==> src/rtl/acs_pkg.sv <==
`default_nettype none

package acs_pkg;

    localparam int COUNT_BITS_DEF = 16;
    localparam int CFG_DATA_W     = 16;
    localparam int CFG_IDX_W      = 2;
    localparam int RESET_TICKS    = 100;
    localparam int RESET_TICKS_W  = 7;

    typedef enum logic [CFG_IDX_W-1:0] {
        CFG_PRESS_OVERRIDE = 2'd0,
        CFG_SETTLE_TICKS   = 2'd1,
        CFG_RAISE_TICKS    = 2'd2,
        CFG_VACUUM_TICKS   = 2'd3
    } t_cfg_idx;

    typedef enum logic [3:0] {
        MODE_STOPPED   = 4'd0,
        MODE_ERROR     = 4'd1,
        MODE_UP        = 4'd2,
        MODE_DOWN      = 4'd3,
        MODE_SENSED    = 4'd4,
        MODE_TUNE_UP   = 4'd5,
        MODE_TUNE_DOWN = 4'd6,
        MODE_AT_BOARD  = 4'd7,
        MODE_RAISE     = 4'd8,
        MODE_VACUUM    = 4'd9,
        MODE_IN_POS    = 4'd10
    } t_mode;

    typedef enum logic [2:0] {
        MOTOR_HALT      = 3'd0,
        MOTOR_UP_FAST   = 3'd1,
        MOTOR_UP_SLOW   = 3'd2,
        MOTOR_DOWN_SLOW = 3'd3,
        MOTOR_DOWN_FAST = 3'd4
    } t_motor;

    localparam logic [1:0] TOUCH_LOW  = 2'd0;
    localparam logic [1:0] TOUCH_MID  = 2'd1;
    localparam logic [1:0] TOUCH_HIGH = 2'd2;

    typedef struct packed {
        logic       start_press;
        logic [1:0] touch_level;
        logic       cup_released;
        logic       cup_lowered;
        logic       vacuum_valve_off;
        logic       has_vacuum;
        logic       drive_fault;
    } t_in_word;

    typedef struct packed {
        logic [3:0] mode;
        logic [2:0] motor_cmd;
        logic       cup_on;
        logic       vacuum_on;
    } t_out_word;

endpackage

`default_nettype wire

==> src/rtl/acs_stream_if.sv <==
`default_nettype none

interface acs_stream_if #(
    parameter type t_word = logic
) ();
    logic  valid;
    logic  ready;
    t_word word;

    modport source (output valid, output word, input ready);
    modport sink (input valid, input word, output ready);
endinterface

`default_nettype wire

==> src/rtl/acs_cfg.sv <==
`default_nettype none

module acs_cfg #(
    parameter int COUNT_BITS = acs_pkg::COUNT_BITS_DEF,
    localparam int THR_W = (COUNT_BITS > acs_pkg::RESET_TICKS_W) ?
                           COUNT_BITS : acs_pkg::RESET_TICKS_W
) (
    input  wire logic                           i_clk,
    input  wire logic                           i_rst_n,
    input  wire logic                           i_cfg_wen,
    input  wire logic [acs_pkg::CFG_IDX_W-1:0]  i_cfg_idx,
    input  wire logic [acs_pkg::CFG_DATA_W-1:0] i_cfg_data,
    output logic                                o_press_override,
    output logic [THR_W-1:0]                    o_settle_ticks,
    output logic [THR_W-1:0]                    o_raise_ticks,
    output logic [THR_W-1:0]                    o_vacuum_ticks
);

    logic             r_press_override;
    logic [THR_W-1:0] r_settle_ticks;
    logic [THR_W-1:0] r_raise_ticks;
    logic [THR_W-1:0] r_vacuum_ticks;
    logic [THR_W-1:0] wr_thr;

    // thresholds keep COUNT_BITS bits of the written data
    assign wr_thr = THR_W'(COUNT_BITS'(i_cfg_data));

    always_ff @(posedge i_clk) begin
        if (!i_rst_n) begin
            r_press_override <= 1'b0;
            r_settle_ticks   <= THR_W'(acs_pkg::RESET_TICKS);
            r_raise_ticks    <= THR_W'(acs_pkg::RESET_TICKS);
            r_vacuum_ticks   <= THR_W'(acs_pkg::RESET_TICKS);
        end else if (i_cfg_wen) begin
            unique case (acs_pkg::t_cfg_idx'(i_cfg_idx))
                acs_pkg::CFG_PRESS_OVERRIDE: r_press_override <= i_cfg_data[0];
                acs_pkg::CFG_SETTLE_TICKS:   r_settle_ticks   <= wr_thr;
                acs_pkg::CFG_RAISE_TICKS:    r_raise_ticks    <= wr_thr;
                acs_pkg::CFG_VACUUM_TICKS:   r_vacuum_ticks   <= wr_thr;
            endcase
        end
    end

    assign o_press_override = r_press_override;
    assign o_settle_ticks   = r_settle_ticks;
    assign o_raise_ticks    = r_raise_ticks;
    assign o_vacuum_ticks   = r_vacuum_ticks;

endmodule

`default_nettype wire

==> src/rtl/acs_core.sv <==
`default_nettype none

module acs_core #(
    parameter int COUNT_BITS = acs_pkg::COUNT_BITS_DEF,
    localparam int THR_W = (COUNT_BITS > acs_pkg::RESET_TICKS_W) ?
                           COUNT_BITS : acs_pkg::RESET_TICKS_W
) (
    input  wire logic               i_clk,
    input  wire logic               i_rst_n,
    input  wire logic               i_step,
    input  wire acs_pkg::t_in_word  i_word,
    input  wire logic               i_press_override,
    input  wire logic [THR_W-1:0]   i_settle_ticks,
    input  wire logic [THR_W-1:0]   i_raise_ticks,
    input  wire logic [THR_W-1:0]   i_vacuum_ticks,
    output acs_pkg::t_out_word      o_result
);

    localparam int CNT_W = COUNT_BITS + 1;
    localparam int CMP_W = (THR_W > CNT_W) ? THR_W : CNT_W;

    acs_pkg::t_mode  r_mode, n_mode;
    acs_pkg::t_motor r_motor, n_motor;
    logic            r_cup, n_cup;
    logic            r_vac, n_vac;
    logic [CNT_W-1:0] r_dwell, n_dwell;

    logic             forced;
    logic             start_ok;
    logic             timed;
    logic [THR_W-1:0] sel_thr;
    logic             dwell_done;

    assign forced   = i_word.start_press & i_press_override;
    assign start_ok = i_word.start_press & i_word.cup_released & i_word.cup_lowered &
                      i_word.vacuum_valve_off & ~i_word.has_vacuum &
                      (i_word.touch_level == acs_pkg::TOUCH_LOW) & ~i_word.drive_fault;

    always_comb begin
        timed   = 1'b1;
        sel_thr = i_settle_ticks;
        unique case (r_mode)
            acs_pkg::MODE_AT_BOARD: sel_thr = i_settle_ticks;
            acs_pkg::MODE_RAISE:    sel_thr = i_raise_ticks;
            acs_pkg::MODE_VACUUM:   sel_thr = i_vacuum_ticks;
            default:                timed   = 1'b0;
        endcase
    end

    // a forced press leaves a timed mode without counting
    assign dwell_done = forced || (CMP_W'(r_dwell) >= CMP_W'(sel_thr));

    // next mode
    always_comb begin
        n_mode = r_mode;
        unique case (r_mode)
            acs_pkg::MODE_STOPPED: begin
                if (start_ok || forced) n_mode = acs_pkg::MODE_UP;
            end
            acs_pkg::MODE_UP: begin
                if (i_word.touch_level == acs_pkg::TOUCH_MID) begin
                    n_mode = acs_pkg::MODE_SENSED;
                end else if (i_word.touch_level == acs_pkg::TOUCH_HIGH) begin
                    n_mode = acs_pkg::MODE_TUNE_DOWN;
                end
            end
            acs_pkg::MODE_SENSED: begin
                if (i_word.touch_level == acs_pkg::TOUCH_HIGH) begin
                    n_mode = acs_pkg::MODE_TUNE_DOWN;
                end else if (i_word.touch_level == acs_pkg::TOUCH_MID || forced) begin
                    n_mode = acs_pkg::MODE_AT_BOARD;
                end
            end
            acs_pkg::MODE_TUNE_DOWN: begin
                if (i_word.touch_level == acs_pkg::TOUCH_MID) begin
                    n_mode = acs_pkg::MODE_AT_BOARD;
                end else if (i_word.touch_level == acs_pkg::TOUCH_LOW) begin
                    n_mode = acs_pkg::MODE_TUNE_UP;
                end
            end
            acs_pkg::MODE_TUNE_UP: begin
                if (i_word.touch_level == acs_pkg::TOUCH_MID) begin
                    n_mode = acs_pkg::MODE_AT_BOARD;
                end else if (i_word.touch_level == acs_pkg::TOUCH_HIGH) begin
                    n_mode = acs_pkg::MODE_TUNE_DOWN;
                end
            end
            acs_pkg::MODE_AT_BOARD: begin
                if (dwell_done) n_mode = acs_pkg::MODE_RAISE;
            end
            acs_pkg::MODE_RAISE: begin
                if (dwell_done) n_mode = acs_pkg::MODE_VACUUM;
            end
            acs_pkg::MODE_VACUUM: begin
                if (dwell_done) n_mode = acs_pkg::MODE_IN_POS;
            end
            acs_pkg::MODE_IN_POS: begin
                if (forced) n_mode = acs_pkg::MODE_DOWN;
            end
            acs_pkg::MODE_DOWN: begin
                if (forced) n_mode = acs_pkg::MODE_STOPPED;
            end
            default: n_mode = r_mode;
        endcase
    end

    // held commands and dwell count
    always_comb begin
        n_motor = r_motor;
        n_cup   = r_cup;
        n_vac   = r_vac;
        unique case (r_mode)
            acs_pkg::MODE_UP:        n_motor = acs_pkg::MOTOR_UP_FAST;
            acs_pkg::MODE_SENSED:    n_motor = acs_pkg::MOTOR_HALT;
            acs_pkg::MODE_TUNE_DOWN: n_motor = acs_pkg::MOTOR_DOWN_SLOW;
            acs_pkg::MODE_TUNE_UP:   n_motor = acs_pkg::MOTOR_UP_SLOW;
            acs_pkg::MODE_AT_BOARD:  n_motor = acs_pkg::MOTOR_HALT;
            acs_pkg::MODE_RAISE:     n_cup   = 1'b1;
            acs_pkg::MODE_VACUUM:    n_vac   = 1'b1;
            acs_pkg::MODE_IN_POS:    n_cup   = 1'b0;
            acs_pkg::MODE_DOWN: begin
                n_motor = acs_pkg::MOTOR_DOWN_FAST;
                n_vac   = 1'b0;
            end
            default: begin
                n_motor = acs_pkg::MOTOR_HALT;
                n_cup   = 1'b0;
                n_vac   = 1'b0;
            end
        endcase

        if (n_mode != r_mode) begin
            n_dwell = '0;
        end else if (timed && !dwell_done) begin
            n_dwell = r_dwell + CNT_W'(1);
        end else begin
            n_dwell = r_dwell;
        end
    end

    always_ff @(posedge i_clk) begin
        if (!i_rst_n) begin
            r_mode  <= acs_pkg::MODE_STOPPED;
            r_motor <= acs_pkg::MOTOR_HALT;
            r_cup   <= 1'b0;
            r_vac   <= 1'b0;
            r_dwell <= '0;
        end else if (i_step) begin
            r_mode  <= n_mode;
            r_motor <= n_motor;
            r_cup   <= n_cup;
            r_vac   <= n_vac;
            r_dwell <= n_dwell;
        end
    end

    assign o_result.mode      = n_mode;
    assign o_result.motor_cmd = n_motor;
    assign o_result.cup_on    = n_cup;
    assign o_result.vacuum_on = n_vac;

endmodule

`default_nettype wire

==> src/rtl/actuator_cycle_sequencer.sv <==
// Actuator cycle sequencer: walks an actuator through one board cycle.
// Input channel i_in carries one control tick per word: start press, touch
// level and interlock status. Output channel o_out returns one word per tick
// with the mode after the tick and the held motor, cup and vacuum commands.
// Both channels move a word on a rising edge where valid and ready are high.
// Configuration: i_cfg_wen/i_cfg_idx/i_cfg_data write press override (0)
// and the settle, raise and vacuum dwell thresholds (1..3); the user is to
// write them only while idle; the block does not enforce it. A word taken
// is registered, and its result enters the output register when it advances.
// Throughput: one word per cycle while o_out.ready is high; the mode update
// is a single short step of next-state logic between the two registers.
// When the receiver stalls the output word holds, the input register fills,
// and i_in.ready drops until o_out.ready returns.
// Reset: mode stopped, dwell count zero, all commands off, press override
// off, thresholds 100, both pipeline registers empty.
`default_nettype none

module actuator_cycle_sequencer #(
    parameter int COUNT_BITS = acs_pkg::COUNT_BITS_DEF
) (
    input  wire logic                           i_clk,
    input  wire logic                           i_rst_n,
    acs_stream_if.sink                          i_in,
    acs_stream_if.source                        o_out,
    input  wire logic                           i_cfg_wen,
    input  wire logic [acs_pkg::CFG_IDX_W-1:0]  i_cfg_idx,
    input  wire logic [acs_pkg::CFG_DATA_W-1:0] i_cfg_data
);

    localparam int THR_W = (COUNT_BITS > acs_pkg::RESET_TICKS_W) ?
                           COUNT_BITS : acs_pkg::RESET_TICKS_W;

    logic               r_s1_valid;
    acs_pkg::t_in_word  r_s1_word;
    logic               r_out_valid;
    acs_pkg::t_out_word r_out_word;

    logic               adv;
    logic               in_ready;
    acs_pkg::t_out_word result;

    logic             press_override;
    logic [THR_W-1:0] settle_ticks;
    logic [THR_W-1:0] raise_ticks;
    logic [THR_W-1:0] vacuum_ticks;

    assign adv      = !r_out_valid || o_out.ready;
    assign in_ready = !r_s1_valid || adv;

    acs_cfg #(
        .COUNT_BITS(COUNT_BITS)
    ) u_cfg (
        .i_clk            (i_clk),
        .i_rst_n          (i_rst_n),
        .i_cfg_wen        (i_cfg_wen),
        .i_cfg_idx        (i_cfg_idx),
        .i_cfg_data       (i_cfg_data),
        .o_press_override (press_override),
        .o_settle_ticks   (settle_ticks),
        .o_raise_ticks    (raise_ticks),
        .o_vacuum_ticks   (vacuum_ticks)
    );

    acs_core #(
        .COUNT_BITS(COUNT_BITS)
    ) u_core (
        .i_clk            (i_clk),
        .i_rst_n          (i_rst_n),
        .i_step           (r_s1_valid && adv),
        .i_word           (r_s1_word),
        .i_press_override (press_override),
        .i_settle_ticks   (settle_ticks),
        .i_raise_ticks    (raise_ticks),
        .i_vacuum_ticks   (vacuum_ticks),
        .o_result         (result)
    );

    // input register
    always_ff @(posedge i_clk) begin
        if (!i_rst_n) begin
            r_s1_valid <= 1'b0;
        end else if (in_ready) begin
            r_s1_valid <= i_in.valid;
        end
    end

    always_ff @(posedge i_clk) begin
        if (in_ready && i_in.valid) begin
            r_s1_word <= i_in.word;
        end
    end

    // output register
    always_ff @(posedge i_clk) begin
        if (!i_rst_n) begin
            r_out_valid <= 1'b0;
        end else if (adv) begin
            r_out_valid <= r_s1_valid;
        end
    end

    always_ff @(posedge i_clk) begin
        if (adv && r_s1_valid) begin
            r_out_word <= result;
        end
    end

    assign i_in.ready  = in_ready;
    assign o_out.valid = r_out_valid;
    assign o_out.word  = r_out_word;

endmodule

`default_nettype wire

==> src/flat_wrapper.sv <==
// flat-port wrapper written by rule: the top's interface ports become plain ports
module actuator_cycle_sequencer_flat import acs_pkg::*;
#(
    parameter int COUNT_BITS = acs_pkg::COUNT_BITS_DEF
)
  (i_clk, i_rst_n, i_cfg_wen, i_cfg_idx, i_cfg_data, i_in_valid, i_in_word, i_in_ready, o_out_valid, o_out_word, o_out_ready);
  acs_stream_if #(.t_word(t_in_word)) i_in_i ();
  acs_stream_if #(.t_word(t_out_word)) o_out_i ();
  input  wire logic i_clk;
  input  wire logic i_rst_n;
  input  wire logic i_cfg_wen;
  input  wire logic [acs_pkg::CFG_IDX_W-1:0] i_cfg_idx;
  input  wire logic [acs_pkg::CFG_DATA_W-1:0] i_cfg_data;
  input wire logic [$bits(i_in_i.valid)-1:0] i_in_valid;
  input wire logic [$bits(i_in_i.word)-1:0] i_in_word;
  output wire logic [$bits(i_in_i.ready)-1:0] i_in_ready;
  output wire logic [$bits(o_out_i.valid)-1:0] o_out_valid;
  output wire logic [$bits(o_out_i.word)-1:0] o_out_word;
  input wire logic [$bits(o_out_i.ready)-1:0] o_out_ready;
  assign i_in_i.valid = i_in_valid;
  assign i_in_i.word = i_in_word;
  assign i_in_ready = i_in_i.ready;
  assign o_out_valid = o_out_i.valid;
  assign o_out_word = o_out_i.word;
  assign o_out_i.ready = o_out_ready;
  actuator_cycle_sequencer #(.COUNT_BITS(COUNT_BITS)) u_core (.i_clk(i_clk), .i_rst_n(i_rst_n), .i_in(i_in_i), .o_out(o_out_i), .i_cfg_wen(i_cfg_wen), .i_cfg_idx(i_cfg_idx), .i_cfg_data(i_cfg_data));
endmodule
==> config.mk <==
export PLATFORM = sky130hd
export DESIGN_NAME = actuator_cycle_sequencer_flat
export DESIGN_NICKNAME = d
export VERILOG_FILES = /design/src/rtl/acs_pkg.sv /design/src/rtl/acs_stream_if.sv /design/src/rtl/acs_cfg.sv /design/src/rtl/acs_core.sv /design/src/rtl/actuator_cycle_sequencer.sv /design/src/flat_wrapper.sv
export SDC_FILE = /design/constraint.sdc
export NUM_CORES = 1
export LEC_CHECK = 0
export BUFFER_PORTS_ARGS = -buffer_cell sky130_fd_sc_hd__buf_2
export CAP_MARGIN = 40
export CORE_MARGIN = 5
export CORE_UTILIZATION = 55
export CTS_CLUSTER_DIAMETER = 100
export DETAILED_ROUTE_END_ITERATION = 12
export MAX_ROUTING_LAYER = met4
export PLACE_DENSITY = 0.74
export SLEW_MARGIN = 25
export SYNTH_ARGS = -nofsm -noshare
export SYNTH_HDL_FRONTEND = slang
export SYNTH_SLANG_ARGS = --single-unit
==> constraint.sdc <==
create_clock -name i_clk -period 4.9 [get_ports i_clk]
set_clock_uncertainty 0.15 [all_clocks]
set_input_delay 0.49 -clock i_clk [delete_from_list [all_inputs] [get_ports i_clk]]
set_output_delay 0.49 -clock i_clk [all_outputs]
set_load 0.02 [all_outputs]
== Word-level counts from Yosys, hierarchy flattened ==
Cells that the tools add are included.

* Register bits: 94
* Bits in latches: 0
* RAM bits: 0
* ROM bits: 0
* Bits of input ports: 31
* Output and inout bits: 11
* Word-level logic and storage cells: 93
* Memories kept: 0

* Add/subtract/negate cells: 1
* Multiply operators: 0
* Divide/modulo/power cells: 0
* $lt $le $gt $ge: 1
* Equality and inequality tests: 15
* Shifts and indexed selects: 0
* Mux-type cells: 21
* Bitwise operators: 9
* Reduce and logical (&&, ||, !) cells: 24

{| class="wikitable"
|+ Operators with widths
! cell !! number
|-
| $mux W4 || 13
|-
| $pmux W4 S10 || 1
|-
| $mux W17 || 2
|-
| $pmux W16 S2 || 1
|-
| $add A17 B1 Y17 const B || 1
|-
| $ge A17 B16 Y1 || 1
|-
| $eq A4 B3 Y1 const B || 4
|-
| $pmux W3 S5 || 1
|-
| $reduce_or A7 Y1 || 2
|-
| $eq A4 B4 Y1 const B || 3
|-
| $reduce_and A2 Y1 || 5
|-
| $eq A4 B2 Y1 const B || 2
|-
| $and A1 B1 Y1 || 7
|-
| $eq A2 B2 Y1 const B || 3
|-
| $reduce_or A3 Y1 || 2
|-
| $logic_or A1 B1 Y1 || 5
|-
| $eq A2 B1 Y1 const B || 2
|-
| $logic_not A2 Y1 || 2
|-
| $logic_not A4 Y1 || 1
|-
| $ne A4 B4 Y1 || 1
|-
| $pmux W1 S2 || 2
|-
| $logic_and A1 B1 Y1 || 3
|-
| $logic_not A1 Y1 || 3
|-
| $not A1 Y1 || 2
|-
| other kinds (2) || 2
|}

== Logic depth before layout (Yosys ltp) ==
* Word-level depth: 12
* Depth in mapped cells: 15
* Mapped depth without buffers: 12

== Hierarchy ==
A second synthesis with hierarchy kept.

* Cells, all modules: 548
* Area, all modules: 5026.1 um2

{| class="wikitable"
|+ By module, submodules not included
! module !! instances !! cells each !! area an instance (um2) !! sequential area each (um2)
|-
| acs_core || 1 || 342 || 2547.4 || 520.5
|-
| acs_cfg || 1 || 180 || 1864.3 || 980.9
|-
| actuator_cycle_sequencer || 1 || 26 || 614.3 || 550.5
|}

== Worst setup path before layout ==
OpenSTA, ideal clock, no wires.

* Path type: register to register
* From: reg u_core.u_core.r_mode[0]
* To: reg u_core.u_core.r_dwell[15]
* Library setup time: 69 ps
* Arrival: 3619 ps
* Required time: 4681 ps
* Slack: 1062 ps
* Stages on the path, launching flop included: 16
* Buffers on the path: 4
* Period minus slack after synthesis: 3838 ps
* Path through: dfxtp_1 > clkbuf_1 > clkbuf_1 > clkbuf_1 > mux2i_1 > nor2_1 > a21oi_1 > ha_1 > a21o_1 > a2111o_1 > a211oi_2 > o21a_2 > o21ai_2 > a221o_4 > buf_6 > o21ai_1

* Cells in the longest elaborated chain, start to end: 9
* Elaborated cells between the ends (all ways): 35
* Those cells by class: 1 x order compare; 10 x eq/ne; 17 x mux; 7 x reduce/logical

{| class="wikitable"
|+ Ends and longest elaborated chain
! element !! line !! RTL
|-
| start, declared || acs_core.sv:22 || <nowiki>acs_pkg::t_mode r_mode, n_mode;</nowiki>
|-
| start signal, assigned || acs_core.sv:143 || <nowiki>r_mode <= acs_pkg::MODE_STOPPED;</nowiki>
|-
| start signal, assigned || acs_core.sv:149 || <nowiki>r_mode <= n_mode;</nowiki>
|-
| $eq A4 B4 Y1 || acs_core.sv:42, acs_core.sv:56 ||
|-
| $pmux W16 S2 || acs_core.sv:42 || <nowiki>unique case (r_mode)</nowiki>
|-
| $ge A17 B16 Y1 || acs_core.sv:51 || <nowiki>assign dwell_done = forced || (CMP_W'(r_dwell) >= CMP_W'(sel_thr));</nowiki>
|-
| $logic_or A1 B1 Y1 || acs_core.sv:51 ||
|-
| $mux W4 (on tied branches) || acs_core.sv:95, acs_core.sv:89, acs_core.sv:92 ||
|-
| $pmux W4 S10 || acs_core.sv:56 || <nowiki>unique case (r_mode)</nowiki>
|-
| $ne A4 B4 Y1 || acs_core.sv:132 || <nowiki>if (n_mode != r_mode) begin</nowiki>
|-
| $reduce_bool A2 Y1 (no source line) || - ||
|-
| $reduce_and A2 Y1 (no source line) || - ||
|-
| end signal, assigned || acs_core.sv:153 || <nowiki>r_dwell <= n_dwell;</nowiki>
|-
| end, declared || acs_core.sv:26 || <nowiki>logic [CNT_W-1:0] r_dwell, n_dwell;</nowiki>
|}

Several ways; a longest one is shown, not always the timed one.
A chain may end at the register's enable or synchronous reset.

== Worst setup path in the final report ==
* From: reg u_core.u_core.r_mode[0]
* To: reg u_core.u_core.r_dwell[9]

Same word-level chain as after synthesis.

==> metrics list <==
- The flow ran to the end, and the final reports show no timing, DRC or antenna violations.
* Max Freq: 266.9 MHz
- Synthesis-stage register bit count: 94
- Power Internal: 1.116 mW
* Effective utilization at floorplan: 56.83%
- Pin count of the biggest net entering global routing: 52
* Die Wd: 105.4 µm
- The H-tree was split into 3 levels.
- Worst path most repeated cell: sky130_fd_sc_hd__a21oi_1
- Counting both buffers and inverters, the worst setup path holds a total of 2.
- Summing the areas of all compound-gate instances in the mapped netlist gives 22.75% of the synthesized area.
* Setup fix buffers added after clock tree synthesis: 0
* Via-per-instance ratio: 5.836
- Share of synthesized area spent on multiplexers: 3.825%
* Count of buffers from port buffering: 41
* Clock buffer count from CTS: 9
- Power spread over the standard cell area amounts to 274.4 nW/µm².
* Type of destination of the critical path: register
- Setup violations remaining at the end of the flow were counted as 0.
- After Yosys synthesis, XOR and XNOR cells account for 0.3500% of the synthesized area.
- In this run the standard cell core region covers 8806 µm².
* Smallest hold slack: 154.4 ps
- Count of standard-cell rows: 34
- The number of global-route vias before repair was 4146.
- Grouping stages by cell kind, the critical path spends the most delay in compound AO/OA/AOI/OAI gates.
- The count of endpoints failing hold in the final timing report came to 0.
* Wire length after detailed routing: 12050 µm
* Share of the yosys chip area belonging to registers: 41.00%
- Synth top area share: 30.80%
* Crit path required time: 5010 ps
- For this run, the total global-route usage over all layers was measured as 22.50%.
- Ant. Diodes: 0
- Max-cap check violation count: 0
- After detailed routing, the average wire length per cell comes to 16.17 µm.
- Clock slew at reported path FFs: 100 ps
* Cts hold-fix bufs: 0
* Hold/Removal Path Class: in2reg
- Number of standard cells after synthesis: 606
- Proportion of total power due to net switching: 25.91%
- Most used DFF post-synth: sky130_fd_sc_hd__dfxtp_1
* Largest buffer count on any clock path: 2
- Kind of start point of the critical path: register
- Relative slew margins: 47.20%
* Crit path DAT: 3850 ps
- Period minus WS final: 3746 ps
- Tcrit/Tclk final: 76.46%
- Growth of design area from synthesis to finish: 9.625%
- Of all nets on the critical path, the largest fanout is 17.
- Clock latency on the worst-skew pair, taken at its later pin, is 350 ps.
* Simple-gate area share of the yosys netlist: 24.28%
- Pin placement for this block handled 42 I/O pins.
* Distinct cells, synth: 67
- In the synthesized netlist the async set-or-reset flop fraction comes to 0%.
* Detailed-placement wirelength estimate: 8457 µm
- Synthesized area divided by synthesized cell count: 8.259 µm²
- Relative contribution of sequential cells to total power: 54.8%
- By area, the combinational part of the netlist is dominated by simple AND/OR/NAND/NOR gates.
* Number of DRC violations after detailed routing: 0
- Root Buffer Master: sky130_fd_sc_hd__clkbuf_8
* Final global-route overflow total: 0
- Post-cts sizing count: 0
- Die Y: 105.4 µm
- The analysis attributes to net switching a power of 390.2 µW.
* TritonCTS clock tree: yes
* Detailed-routing iteration count for the pre-antenna-repair pass: 5
* Post-synthesis instance area: 5005 µm²
- Post-detailed-route count of antenna-violating nets: 0
* Static leakage power: 2.008 nW
- Number of clock sinks: 94
* Adder-Cell Fraction of Synth Area: 4.250%
- Clock network fraction of total power: 35.9%
* Full die area: 11110 µm²
* Unrepaired setup endpoints after global routing: no
* Relative contribution of combinational cells to total power: 9.3%
- Area leader, netlist: sky130_fd_sc_hd__dfxtp_1
* CP peak stage delay: 710 ps
- The number of nets in the synthesized netlist is 654.
- The initial antenna violation count came to 0.
- The number of pins with negative max-slew slack in the final report was 0.
- Net total in the final layout: 680
* Starting DRC count in detailed routing: 283
- For the pin with the worst max-slew slack, the measured transition is 789.7 ps.
- Crit-path slowest cell: sky130_fd_sc_hd__dfxtp_1
- Cells with a size suffix above 1 make up 14.29% of the layout.
- Cells along the critical path: buf_8, mux2i_1, nor2_1, a21oi_1, ha_1, a21oi_1, o21ai_0, a22oi_1, o211ai_1, buf_2, a221o_4, o31ai_1
* Fin Setup TNS: 0 ps
- At the end of routability-driven placement, the weighted congestion stood at 0.9066.
- Top area cells in the synthesized netlist: sky130_fd_sc_hd__dfxtp_1 31%, sky130_fd_sc_hd__nand2_1 10%, sky130_fd_sc_hd__edfxtp_1 10%
- The synthesized design contains 17 enable-type register cells.
* Synth Warn #: 0
- The first global-routing pass estimated 20080 µm of wire.
- Detailed routing inserted a total of 4348 vias.
- The critical path is of the reg2reg type.
- After filler insertion, the fill cell instance count of the layout stands at 777.
- IR analysis of the VDD net gives a maximum drop of 188.2 µV.
-- path summary, 6_finish.rpt --
path                                                               endpoint                                   startpoint  slack [ps]  cells past startpoint
worst max register to register        u_core.u_core.r_dwell[9]$_SDFFE_PN0P_         u_core.u_core.r_mode[0]$_SDFFE_PN0P_        1150                     12
worst min register to register  u_core.u_cfg.o_raise_ticks[13]$_SDFFE_PN0P_  u_core.u_cfg.o_raise_ticks[13]$_SDFFE_PN0P_         320                      2
worst max-delay path                  u_core.u_core.r_dwell[9]$_SDFFE_PN0P_         u_core.u_core.r_mode[0]$_SDFFE_PN0P_        1150                     12
worst min-delay path                          u_core.r_s1_word[3]$_DFFE_PP_                                 i_in_word[3]         150                      1
-- registers in the layout (all words and copies together), names as in the netlist --
signal and flops:
u_core.o_out.valid 1, u_core.o_out.word 9, u_core.r_s1_valid 1, u_core.r_s1_word 8, u_core.u_cfg.o_press_override 1, u_core.u_cfg.o_raise_ticks 16
u_core.u_cfg.o_settle_ticks 16, u_core.u_cfg.o_vacuum_ticks 16, u_core.u_core.r_cup 1, u_core.u_core.r_dwell 17, u_core.u_core.r_mode 4, u_core.u_core.r_motor 3
u_core.u_core.r_vac 1
-- Yosys cell counts, types with 2 or more instances --
library cell                number
sky130_fd_sc_hd__nand2_1       137
sky130_fd_sc_hd__dfxtp_1        77
sky130_fd_sc_hd__nor2_1         47
sky130_fd_sc_hd__a21boi_0       41
sky130_fd_sc_hd__a21oi_1        31
sky130_fd_sc_hd__clkbuf_1       28
sky130_fd_sc_hd__o21ai_0        27
sky130_fd_sc_hd__nand3_1        20
sky130_fd_sc_hd__mux2i_1        18
sky130_fd_sc_hd__edfxtp_1       17
sky130_fd_sc_hd__ha_1           17
sky130_fd_sc_hd__a22oi_1        10
sky130_fd_sc_hd__and3_1          9
sky130_fd_sc_hd__inv_1           8
sky130_fd_sc_hd__nor2b_1         7
sky130_fd_sc_hd__o21ai_2         7
sky130_fd_sc_hd__a31oi_1         5
sky130_fd_sc_hd__nand2b_1        5
sky130_fd_sc_hd__nand4_1         5
sky130_fd_sc_hd__nor3_1          5
sky130_fd_sc_hd__o211ai_1        5
sky130_fd_sc_hd__o31ai_1         5
sky130_fd_sc_hd__or3_1           5
sky130_fd_sc_hd__a21o_1          4
sky130_fd_sc_hd__buf_2           4
sky130_fd_sc_hd__nor3b_1         4
sky130_fd_sc_hd__and2_1          3
sky130_fd_sc_hd__nand4b_1        3
sky130_fd_sc_hd__nor4_1          3
sky130_fd_sc_hd__o21a_1          3
sky130_fd_sc_hd__o21ai_1         3
sky130_fd_sc_hd__or2_2           3
sky130_fd_sc_hd__or4_1           3
sky130_fd_sc_hd__buf_1           2
sky130_fd_sc_hd__o2111ai_1       2
sky130_fd_sc_hd__o31a_1          2
-- layout make-up --
type	instances	area, µm²	area share (%)
inverter	9	33.78	0.6157
multi-input combinational	468	2780	50.67
clock inverter	6	76.32	1.391
tap	108	135.1	2.463
clock buffer	10	131.4	2.395
sequential	94	2052	37.40
timing repair buffer	50	277.8	5.063
-- per-layer routing --
layer | GRT usage [%] | vias up | part of all wire, %
li1 | - | 2193 | -
met5 | - | - | 0
met2 | 34.20 | 123 | 45
met3 | 3.423 | 15 | 5.0
met4 | 7.966 | 0 | 1.3
met1 | 30.55 | 2017 | 48
-- worst reg2reg max path: stages (launching register included) --
cell and delay [ps]:
sky130_fd_sc_hd__dfxtp_1 710, sky130_fd_sc_hd__buf_8 230, sky130_fd_sc_hd__mux2i_1 210, sky130_fd_sc_hd__nor2_1 50, sky130_fd_sc_hd__a21oi_1 200, sky130_fd_sc_hd__ha_1 290, sky130_fd_sc_hd__a21oi_1 120, sky130_fd_sc_hd__o21ai_0 150
sky130_fd_sc_hd__a22oi_1 290, sky130_fd_sc_hd__o211ai_1 220, sky130_fd_sc_hd__buf_2 230, sky130_fd_sc_hd__a221o_4 520, sky130_fd_sc_hd__o31ai_1 290
-- cell usage in the layout, fill, tap and decap left out, types with 4 or more instances in the layout --
master                     netlist  routed
sky130_fd_sc_hd__clkbuf_8        0       9
sky130_fd_sc_hd__a31oi_1         5       5
sky130_fd_sc_hd__ha_1           17      17
sky130_fd_sc_hd__nor2_1         47      45
sky130_fd_sc_hd__nor2b_1         7       7
sky130_fd_sc_hd__o21ai_2         7       7
sky130_fd_sc_hd__nor3_1          5       5
sky130_fd_sc_hd__nand2_1       137     137
sky130_fd_sc_hd__a21o_1          4       4
sky130_fd_sc_hd__inv_1           8       8
sky130_fd_sc_hd__nor3b_1         4       4
sky130_fd_sc_hd__a21boi_0       41      41
sky130_fd_sc_hd__buf_2           4      42
sky130_fd_sc_hd__nand2b_1        5       5
sky130_fd_sc_hd__o31ai_1         5       5
sky130_fd_sc_hd__dfxtp_1        77      77
sky130_fd_sc_hd__a21oi_1        31      31
sky130_fd_sc_hd__o211ai_1        5       5
sky130_fd_sc_hd__edfxtp_1       17      17
sky130_fd_sc_hd__mux2i_1        18      18
sky130_fd_sc_hd__and3_1          9       9
sky130_fd_sc_hd__nand4_1         5       5
sky130_fd_sc_hd__a22oi_1        10      10
sky130_fd_sc_hd__buf_4           0       7
sky130_fd_sc_hd__nand3_1        20      20
sky130_fd_sc_hd__o21ai_0        27      27
sky130_fd_sc_hd__or3_1           5       5
-- per-stage QoR --
step	util (%)	cells	power (mW)	instance area, µm²	worst slack [ps]
floorplan	-	606	0.9343	5005	1062
CTS	62.25	744	1.519	5482	1083
global placement	59.66	727	0.9753	5254	1077
detailed placement	59.89	728	0.9812	5274	1121
global route	62.30	745	1.564	5487	877.2
finish	62.30	745	1.506	5487	1154
-- power groups by stage --
| stage | Combinational [mW] | Sequential [mW] | Clock [mW] |
|---|---|---|---|
| after CTS | 0.140 | 0.825 | 0.555 |
| final | 0.140 | 0.824 | 0.541 |
| after global routing | 0.157 | 0.828 | 0.579 |
| after floorplan | 0.0912 | 0.843 | 0 |
| after global placement | 0.134 | 0.842 | 0 |
| after detailed placement | 0.139 | 0.842 | 0 |
-- kinds of logic after synthesis --
logic type / after synthesis
AO/OA/AOI/OAI: 163
XOR/XNOR: 2
flip-flops: 94
multiplexers: 19
AND/OR/NAND/NOR: 267
buffers and inverters: 44
adder cells (fa/ha/maj): 17
Note: power is estimated with default switching activity, not from simulation.
